===== src/sv/swstat_pkg.sv =====
// Shared types and constants for the sliding window statistics block.
package swstat_pkg;

  localparam int CFG_W   = 9;
  localparam int MEAN_W  = 32;
  localparam int VAR_W   = 56;
  localparam int COUNT_W = 16;

  typedef struct packed {
    logic latch;
    logic rd_old;
    logic sq_old;
    logic upd;
    logic start;
    logic mean_take;
    logic var_start;
    logic var_zero;
    logic var_take;
    logic load_out;
  } swstat_cmd_t;

  typedef struct packed {
    logic scan_done;
    logic mul_done;
    logic div_done;
    logic n_gt1;
    logic out_free;
  } swstat_sts_t;

endpackage


===== src/sv/swstat_ctrl.sv =====
// Controller: sequences one sample through the datapath.
module swstat_ctrl import swstat_pkg::*; (
  input  logic        clk,
  input  logic        rst,
  input  logic        in_valid,
  output logic        in_ready,
  input  swstat_sts_t sts,
  output swstat_cmd_t cmd
);

  localparam logic [2:0] S_IDLE  = 3'd0;
  localparam logic [2:0] S_RDOLD = 3'd1;
  localparam logic [2:0] S_SQ    = 3'd2;
  localparam logic [2:0] S_UPD   = 3'd3;
  localparam logic [2:0] S_STRT  = 3'd4;
  localparam logic [2:0] S_WAIT  = 3'd5;
  localparam logic [2:0] S_VWAIT = 3'd6;
  localparam logic [2:0] S_DONE  = 3'd7;

  logic [2:0] state;
  logic [2:0] state_next;

  assign in_ready = state == S_IDLE;

  always_comb begin
    cmd        = '0;
    state_next = state;
    unique case (state)
      S_IDLE: begin
        if (in_valid) begin
          cmd.latch  = 1'b1;
          state_next = S_RDOLD;
        end
      end
      S_RDOLD: begin
        cmd.rd_old = 1'b1;
        state_next = S_SQ;
      end
      S_SQ: begin
        cmd.sq_old = 1'b1;
        state_next = S_UPD;
      end
      S_UPD: begin
        cmd.upd    = 1'b1;
        state_next = S_STRT;
      end
      S_STRT: begin
        cmd.start  = 1'b1;
        state_next = S_WAIT;
      end
      S_WAIT: begin
        if (sts.scan_done && sts.mul_done && sts.div_done) begin
          cmd.mean_take = 1'b1;
          if (sts.n_gt1) begin
            cmd.var_start = 1'b1;
            state_next    = S_VWAIT;
          end else begin
            cmd.var_zero = 1'b1;
            state_next   = S_DONE;
          end
        end
      end
      S_VWAIT: begin
        if (sts.div_done) begin
          cmd.var_take = 1'b1;
          state_next   = S_DONE;
        end
      end
      S_DONE: begin
        if (sts.out_free) begin
          cmd.load_out = 1'b1;
          state_next   = S_IDLE;
        end
      end
      default: state_next = S_IDLE;
    endcase
  end

  always_ff @(posedge clk) begin
    if (rst) begin
      state <= S_IDLE;
    end else begin
      state <= state_next;
    end
  end

endmodule


===== config.mk =====
export PLATFORM = sky130hd
export DESIGN_NAME = swstat_ctrl
export DESIGN_NICKNAME = d
export VERILOG_FILES = /design/src/sv/swstat_pkg.sv /design/src/sv/swstat_ctrl.sv
export SDC_FILE = /design/constraint.sdc
export NUM_CORES = 1
export LEC_CHECK = 0
export ABC_AREA = 1
export BUFFER_PORTS_ARGS = -buffer_cell sky130_fd_sc_hd__buf_2
export CAP_MARGIN = 20
export CORE_AREA = 2 2 39 41
export CTS_CLUSTER_SIZE = 40
export DETAILED_ROUTE_END_ITERATION = 10
export DIE_AREA = 0 0 41 43
export PLACE_DENSITY_LB_ADDON = 0.1
export SETUP_SLACK_MARGIN = 0.15
export SLEW_MARGIN = 20
export SYNTH_ARGS = -nofsm -noshare
export SYNTH_HDL_FRONTEND = slang
export SYNTH_SLANG_ARGS = --single-unit

===== constraint.sdc =====
create_clock -name clk -period 1.6 [get_ports clk]
set_clock_uncertainty 0.2 [all_clocks]
set_input_delay 0.16 -clock clk [delete_from_list [all_inputs] [get_ports clk]]
set_output_delay 0.16 -clock clk [all_outputs]
set_load 0.01 [all_outputs]

==> results.yml, run 1 <==
routing:
  avgViaCountPerCell: 4.223
  drcViolationCount: 0
  wl_per_cell_um: 9.021
  drt_wl_total_um: 848
  via_count: 397
  drt_iter0_markers: 7
  antenna_left: 0
  dr.pass1.iters: 2
run:
  maxCapViolCount: 0
finish:
  most-common-layout-cells: "buf_2 (18), nor2_1 (10), inv_1 (8)"
  finalNonFillerCells: 94
  drive_above_1_share_pct: 50.00
  antenna_cells: 0
  nNetsFinal: 87
  reg_top3: "state x3"
  final_common_cell: "buf_2"
  largest_register_ffs: 3
  fin_util_pct: 35.99
  regMostFlops: "state"
  syn_to_final_growth_pct: 65.15
yosys:
  synth_seq_cells: 3
  syn_area_sq_um: 301.5
  syn_inst: 54
  synth_area_per_cell_sq_um: 5.584
  synth_cell_types: 18
  syn-num-nets: 62
  yosys_warnings: 0
  ys_seq_area_share_pct: 19.92
grt:
  grt_usage_pct: 10.72
  grt_antenna_before_repair: 0
  grt_pass1_vias: 331
  grt_max_degree: 8
  grt_pass1_wl_um: 1311
  overflow: 0
pwr:
  max-vdd-ir-drop_mv: 0.4265
  p_leak_nw: 0.2782
  fin_total_pwr_mw: 0.4088
  power.density_nw_per_um2: 820.9
setup_path:
  cp_max_fo: 6
  critical_path_class: "flip-flop to primary output"
  end_kind: "primary output"
  cp_data_arrival_time_ns: 1.03
  required_ns: 1.24
  cp-start-kind: "flip-flop"
sta:
  finalWorstPathRequiredPeriod_ns: 1.385
  rsz0062_at_grt: "yes"
  fmax_mhz: 722.0
  slew_headroom_pct: 87.48
  period_share_pct: 86.57
  hold_viol: 0
  fin_setup_tns_ns: 0
  setup_viol_count_final: 0
  slew_viol_final: 0
  worst_slew_pin_slew_ns: 0.1859
cts:
  cts_root_buffer: "clkbuf_4"
  clk_latency_ns: 0.23
  cts_tree: "built"
  cts_setup_buffers: 0
  path_clk_slew_ns: 0.04
  htree_levels: 1
  numClockSinks: 3
  clockBufferDepth: 2
  numCtsBuffers: 3
floorplan:
  start_util_pct: 21.79
  die_h_um: 43
  io_pins: 19
  fp.coreArea_sq_um: 1384
  die_x_um: 41
  dieArea_sq_um: 1763
  rows: 14
placed_design:
  gp_congestion: 0.7250
  dp_cells: 89
  dp.final_hpwl_um: 669.1
  port-buffer-count: 18
status:
  status: "finished clean"
worst_hold_path:
  hold_path.class: "input port to flip-flop"
through the flow:
stage          setup slack (ns)  hold WS, ns  instance area [sq um]
6_report                 0.2149       0.1179                  498.0
5_1_grt                  0.1239       0.1547                  498.0
4_1_cts                  0.1568       0.1210                  471.7
3_5_place_dp             0.2409       0.2359                  419.2
3_3_place_gp             0.2173       0.2391                  419.2
2_1_floorplan            0.3510       0.1147                  301.5
worst paths after layout:
path	startpoint	endpoint	slack, ns	cells after the start
worst max-delay path	state[1]$_SDFFE_PP0P_	cmd[2]	0.21	4
worst min-delay path	sts[0]	state[2]$_SDFFE_PP0P_	0.12	5
worst max register to register	state[1]$_SDFFE_PP0P_	state[1]$_SDFFE_PP0P_	0.34	7
worst min register to register	state[0]$_SDFFE_PP0P_	state[0]$_SDFFE_PP0P_	0.41	3
timing repair:
item / 4_1_cts / 5_1_grt
endpoints found under the setup margin: 6 / 5
endpoints found under the hold margin: 1 / 0
resized for setup: 6 / 9
pin swaps: 0 / 1
hold buffers: 1 / 0
synthesized netlist by cell type, drive strengths merged:
cell type  instances  area [sq um]
nor2              14         65.06
inv               12         45.05
nand2              8         30.03
nand3              5         35.03
o21ai              4         20.02
dfxtp              3         60.06
nor3               2         10.01
a21oi              1         5.000
buf                1         7.510
clkinv             1         3.750
nand4              1         6.260
nor3b              1         7.510
or2                1         6.260
power breakdown:
group / switching, mW / internal (mW) / leakage [nW]
registers: 0.0321 / 0.0907 / 0.0267
logic: 0.0883 / 0.0670 / 0.237
clock network: 0.0374 / 0.0933 / 0.0150
layout make-up:
type                    instances  area, sq um
fillers                       162        885.9
multi-input cells              37        212.7
clock buffers                   4        26.28
well taps                      16        20.02
inverters                      13        48.80
flip-flops and latches          3        71.32
repair buffers                 21        118.9
routing by layer:
layer	track usage, %	vias to the layer above	wire length, um
met1	13.74	170	352
met5	0	-	0
met2	16.25	13	418
met4	2.000	0	0
li1	-	214	-
met3	4.712	0	77
critical path, stage by stage, from the launching register on:
cell and delay, ns:
dfxtp_4 0.37, inv_2 0.08, nand3_4 0.10, nor3_2 0.11, buf_2 0.14
logic make-up (layout without fill, tap and decap cells):
| kind of cell | after synthesis | count (layout) | share of synthesized area [%] |
|---|---|---|---|
| AND/OR/NAND/NOR | 32 | 32 | 53.11 |
| buffers and inverters | 14 | 38 | 18.67 |
| AO/OA/AOI/OAI | 5 | 5 | 8.297 |
| flip-flops | 3 | 3 | 19.92 |
No activity file was read; power rests on OpenSTA's default activity.
==> run 2, diff against run 1 <==
--- a/config.mk
+++ b/config.mk
@@ -14,4 +14,5 @@
 export DIE_AREA = 0 0 41 43
 export PLACE_DENSITY_LB_ADDON = 0.1
+export RECOVER_POWER = 25
 export SETUP_SLACK_MARGIN = 0.15
 export SLEW_MARGIN = 20
==> constraint.sdc (replaced) <==
create_clock -name clk -period 1.6 [get_ports clk]
set_clock_uncertainty 0.2 [all_clocks]
set_input_delay 0.24 -clock clk [delete_from_list [all_inputs] [get_ports clk]]
set_output_delay 0.24 -clock clk [all_outputs]
set_load 0.01 [all_outputs]
==> results.yml, run 2 (synthesis gave the netlist of run 1 again) <==
setup_path:
  cp_max_fo: 6
  required_ns: 1.16
  reg2regPathDepth: 8
  r2r_end: "state[1]$_SDFFE_PP0P_"
  critical_path_class: "flip-flop to primary output"
  cp_data_arrival_time_ns: 1.01
  path_cells: "nor2_4 > inv_2 > nor3_2 > buf_2"
  r2r_slack_ns: 0.21
  r2r-start: "state[0]$_SDFFE_PP0P_"
  cpPeakStageDelay_ns: 0.38
  crit_path_top_delay_cell: "dfxtp_4"
  end_kind: "primary output"
  cp-start-kind: "flip-flop"
grt:
  grt_pass1_vias: 360
  use_met2_pct: 17.81
  grt_max_degree: 8
  overflow: 0
  grt_pass1_wl_um: 1352
  grt_util_met1_pct: 13.10
  grt_usage_pct: 11.32
  grt.met3_usage_pct: 4.712
  grt_antenna_before_repair: 0
  top_usage_layer: "met2"
worst_hold_path:
  hold_path.class: "input port to flip-flop"
  hold_path_depth: 3
  worstHoldStart: "rst"
  hold_end: "state[2]$_SDFFE_PP0P_"
finish:
  drive_above_1_share_pct: 55.70
  antenna_cells: 0
  nNetsFinal: 88
  regMostFlops: "state"
  syn_to_final_growth_pct: 79.67
  final_common_cell: "buf_2"
  fillers: 164
  largest_register_ffs: 3
  reg_top3: "state x3"
  most-common-layout-cells: "buf_2 (16), nor2_1 (9), inv_1 (7)"
floorplan:
  dieArea_sq_um: 1763
  fp.coreArea_sq_um: 1384
  rows: 14
  die_x_um: 41
  die_h_um: 43
  io_pins: 19
  start_util_pct: 21.79
sta:
  finalWorstPathRequiredPeriod_ns: 1.454
  timing.hold.ws_ns: 0.07060
  hold_viol: 0
  fin_ws_ns: 0.1465
  rsz0062_at_grt: "yes"
  slew_headroom_pct: 85.81
  worst_slew_pin_slew_ns: 0.2121
  setup_viol_count_final: 0
  slew_viol_final: 0
  period_share_pct: 90.84
  fmax_mhz: 688.0
  fin_setup_tns_ns: 0
status:
  status: "finished clean"
routing:
  dr.pass1.iters: 4
  via_count: 399
  drt_iter0_markers: 3
  wl_per_cell_um: 9.042
  drt_wl_total_um: 859
  drcViolationCount: 0
  antenna_left: 0
  avgViaCountPerCell: 4.200
pwr:
  max-vdd-ir-drop_mv: 0.3220
  sw_frac_of_total_pct: 40.49
  pwr-share-clk_pct: 31.9
  p_leak_nw: 0.2898
  switchingPower_mw: 0.1739
  power.density_nw_per_um2: 792.6
  pwr-share-seq_pct: 29.5
  p_comb_share_pct: 38.6
  p_int_mw: 0.2555
placed_design:
  port-buffer-count: 18
  gp_congestion: 0.6606
  dp.final_hpwl_um: 657.7
  dp_slack_ns: 0.2023
cts:
  cts_tree: "built"
  numClockSinks: 3
  numCtsBuffers: 3
  clockBufferDepth: 2
  cts_root_buffer: "clkbuf_4"
  htree_levels: 1
  clk_latency_ns: 0.24
  path_clk_slew_ns: 0.04
  cts_hold_buf: 0
run:
  maxCapViolCount: 0
## run 2: power by group through the flow
stage | clock [mW] | combinational (mW) | sequential, mW
finish | 0.137 | 0.166 | 0.127
global route | 0.148 | 0.189 | 0.129
CTS | 0.143 | 0.158 | 0.118
detailed placement | 0 | 0.139 | 0.109
global placement | 0 | 0.142 | 0.109
floorplan | 0 | 0.0951 | 0.102
## run 2: final cells by class
class	instances	area, sq um	share of cell area [%]
multi-input combinational	37	240.2	44.34
timing repair buffer	22	132.6	24.48
sequential	3	71.32	13.16
inverter	13	51.30	9.469
clock buffer	4	26.28	4.850
tap	16	20.02	3.695
## run 2: critical path: cells and delay by family (launching register included)
kind                   cells  cell delay (ns)
and+or+nand+nor            2             0.20
DFF                        1             0.38
buffers and inverters      2             0.20
## run 2: metrics by stage
stage / total power, mW / cells / area [sq um] / utilization (%)
2_1_floorplan: 0.1972 / 54 / 301.5 / -
3_3_place_gp: 0.2509 / 88 / 411.6 / 29.75
3_5_place_dp: 0.2482 / 88 / 411.6 / 29.75
4_1_cts: 0.4197 / 94 / 501.7 / 36.26
5_1_grt: 0.4662 / 95 / 541.8 / 39.15
6_report: 0.4294 / 95 / 541.8 / 39.15
## run 2: worst max path at each step
stage	slack [ns]	startpoint	endpoint	cells after the start
floorplan	0.27	state[2]$_SDFFE_PP0P_	cmd[2]	3
global placement	0.20	state[2]$_SDFFE_PP0P_	state[0]$_SDFFE_PP0P_	6
detailed placement	0.20	state[2]$_SDFFE_PP0P_	cmd[2]	3
CTS	0.12	state[2]$_SDFFE_PP0P_	cmd[1]	4
global route	0.09	state[1]$_SDFFE_PP0P_	cmd[2]	4
finish	0.15	state[1]$_SDFFE_PP0P_	cmd[9]	4
## run 2: repair_timing
action / CTS / global route
pin swaps: 5 / 5
buffers inserted: 2 / 1
setup endpoints to repair: 11 / 12
resized for setup: 16 / 9
## run 2: routing by layer
metal  wire length (um)  vias up  share of wire [%]
li1                   -      215                  -
met1                352      170                 41
met2                436       14                 51
met3                 70        0                8.1
met4                  0        0                  0
met5                  0        -                  0
==> run 3, diff against run 2 <==
==> constraint.sdc (replaced) <==
create_clock -name clk -period 1.6 [get_ports clk]
set_clock_uncertainty 0.2 [all_clocks]
set_input_delay 0.24 -clock clk [delete_from_list [all_inputs] [get_ports clk]]
set_output_delay 0.24 -clock clk [all_outputs]
set_load 0.1 [all_outputs]
==> results.yml, run 3 (synthesis gave the netlist of run 1 again) <==
pwr:
  pwr-share-seq_pct: 16.1
  sw_frac_of_total_pct: 52.45
  p_comb_share_pct: 65.1
  max-vdd-ir-drop_mv: 0.5487
  power.density_nw_per_um2: 947.4
  p_int_mw: 0.3483
  switchingPower_mw: 0.3842
  p_leak_nw: 0.3262
  pwr-share-clk_pct: 18.8
  fin_total_pwr_mw: 0.7326
placed_design:
  gp_congestion: 0.7847
  dp.final_hpwl_um: 711.5
  placed_cell_area_sq_um: 659.4
  port-buffer-count: 18
floorplan:
  die_h_um: 43
  rows: 14
  fp.coreArea_sq_um: 1384
  io_pins: 19
  start_util_pct: 21.79
  die_x_um: 41
  dieArea_sq_um: 1763
setup_path:
  cp_data_arrival_time_ns: 1.19
  critPathTopFamily: "buffers and inverters"
  worst-path-buf-inv: 3
  path_cells: "inv_4 > nand3_4 > buf_4 > nor2_4 > buf_12"
  cpPeakStageDelay_ns: 0.36
  crit_path_top_delay_cell: "dfxtp_4"
  r2r-start: "state[1]$_SDFFE_PP0P_"
  end_kind: "primary output"
  cp-start-kind: "flip-flop"
  critPathLaunch: "state[1]$_SDFFE_PP0P_"
  critical_path_class: "flip-flop to primary output"
  cp_max_fo: 5
  required_ns: 1.16
finish:
  nNetsFinal: 90
  most-common-layout-cells: "buf_12 (11), nor2_4 (7), buf_2 (7)"
  reg_top3: "state x3"
  drive_above_1_share_pct: 69.14
  regMostFlops: "state"
  design_area_sq_um: 773.2
  antenna_cells: 0
  syn_to_final_growth_pct: 156.4
  largest_register_ffs: 3
  final_common_cell: "buf_12"
  fillers: 134
routing:
  via_count: 422
  antenna_left: 0
  drt_wl_total_um: 919
  drt_iter0_markers: 4
  dr.pass1.iters: 2
  wl_per_cell_um: 9.474
  avgViaCountPerCell: 4.351
  drcViolationCount: 0
grt:
  grt_max_degree: 8
  grt_pass1_vias: 391
  overflow: 0
  grt_antenna_before_repair: 0
  grt_usage_pct: 13.45
  grt_pass1_wl_um: 1607
cts:
  cts_root_buffer: "clkbuf_4"
  clk_latency_ns: 0.24
  cts_tree: "built"
  numCtsBuffers: 3
  htree_levels: 1
  clockBufferDepth: 2
  numClockSinks: 3
  cts_hold_buf: 0
  path_clk_slew_ns: 0.04
sta:
  finalWorstPathRequiredPeriod_ns: 1.627
  fmax_mhz: 614.8
  slew_headroom_pct: 87.40
  hold_viol: 0
  slew_viol_final: 0
  period_share_pct: 101.7
  setup_viol_count_final: 4
  worst_slew_pin_slew_ns: 0.1886
  rsz0062_at_grt: "yes"
  fin_ws_ns: -0.02658
worst_hold_path:
  worstHoldStart: "rst"
  hold_path.class: "input port to flip-flop"
run:
  maxCapViolCount: 0
status:
  status: "finished with violations"
  violations: "setup timing"
## run 3: cell types whose count changed in the layout (fill, tap and decap cells not counted), moves of 2 or more
cell | previous run | this run
buf_12 | 0 | 11
buf_2 | 16 | 7
buf_4 | 2 | 4
buf_6 | 3 | 1
nor2_1 | 9 | 2
nor2_2 | 2 | 5
nor2_4 | 3 | 7
nor3_2 | 2 | 0
nor3_4 | 0 | 2
## run 3: stage by stage
stage,setup slack (ns),std cells,hold slack [ns],utilization [%],TNS [ns]
floorplan,-0.2564,54,0.1873,-,-1.079
global placement,0.1206,88,0.3261,47.65,0
detailed placement,0.08997,88,0.3363,47.65,0
CTS,-0.04932,95,0.08101,53.07,-0.1618
global route,-0.06384,97,0.09013,55.88,-0.3379
finish,-0.02658,97,0.08960,55.88,-0.07162
## run 3: layout make-up
type	count	area, sq um	area share, %
Multi-Input combinational cell	37	289.0	37.38
Inverter	13	55.05	7.120
Clock buffer	4	26.28	3.398
Sequential cell	3	71.32	9.223
Tap cell	16	20.02	2.589
Timing Repair Buffer	24	311.5	40.29
## run 3: power by group through the flow
stage	Clock, mW	Sequential [mW]	Combinational, mW
2_1_floorplan	0	0.106	0.303
3_3_place_gp	0	0.114	0.440
3_5_place_dp	0	0.114	0.441
4_1_cts	0.145	0.113	0.466
5_1_grt	0.154	0.120	0.501
6_report	0.138	0.118	0.477
## run 3: worst paths after layout
check / cells past startpoint / slack, ns / endpoint
worst max-delay path: 5 / -0.03 / cmd[4]
worst max register to register: 9 / 0.12 / state[1]$_SDFFE_PP0P_
worst min register to register: 3 / 0.38 / state[0]$_SDFFE_PP0P_
worst min-delay path: 4 / 0.09 / state[0]$_SDFFE_PP0P_
## run 3: layer usage
| metal | up-vias | track usage, % | wire length (um) |
|---|---|---|---|
| li1 | 220 | - | - |
| met1 | 189 | 17.68 | 413 |
| met2 | 13 | 19.69 | 459 |
| met3 | 0 | 6.806 | 46 |
| met4 | 0 | 2.000 | 0 |
| met5 | - | 0 | 0 |
## run 3: worst register-to-register path, delay by kind of cell (launching register included)
kind	cells	cell delay (ns)
buf+inv	4	0.33
flops	1	0.38
compound gates	1	0.12
simple gates	4	0.34
## run 3: what timing repair did
item,in CTS,in global routing
setup buffers,3,2
cloned,0,0
pin swaps,2,5
setup endpoints to repair,11,11
resized for setup,11,6
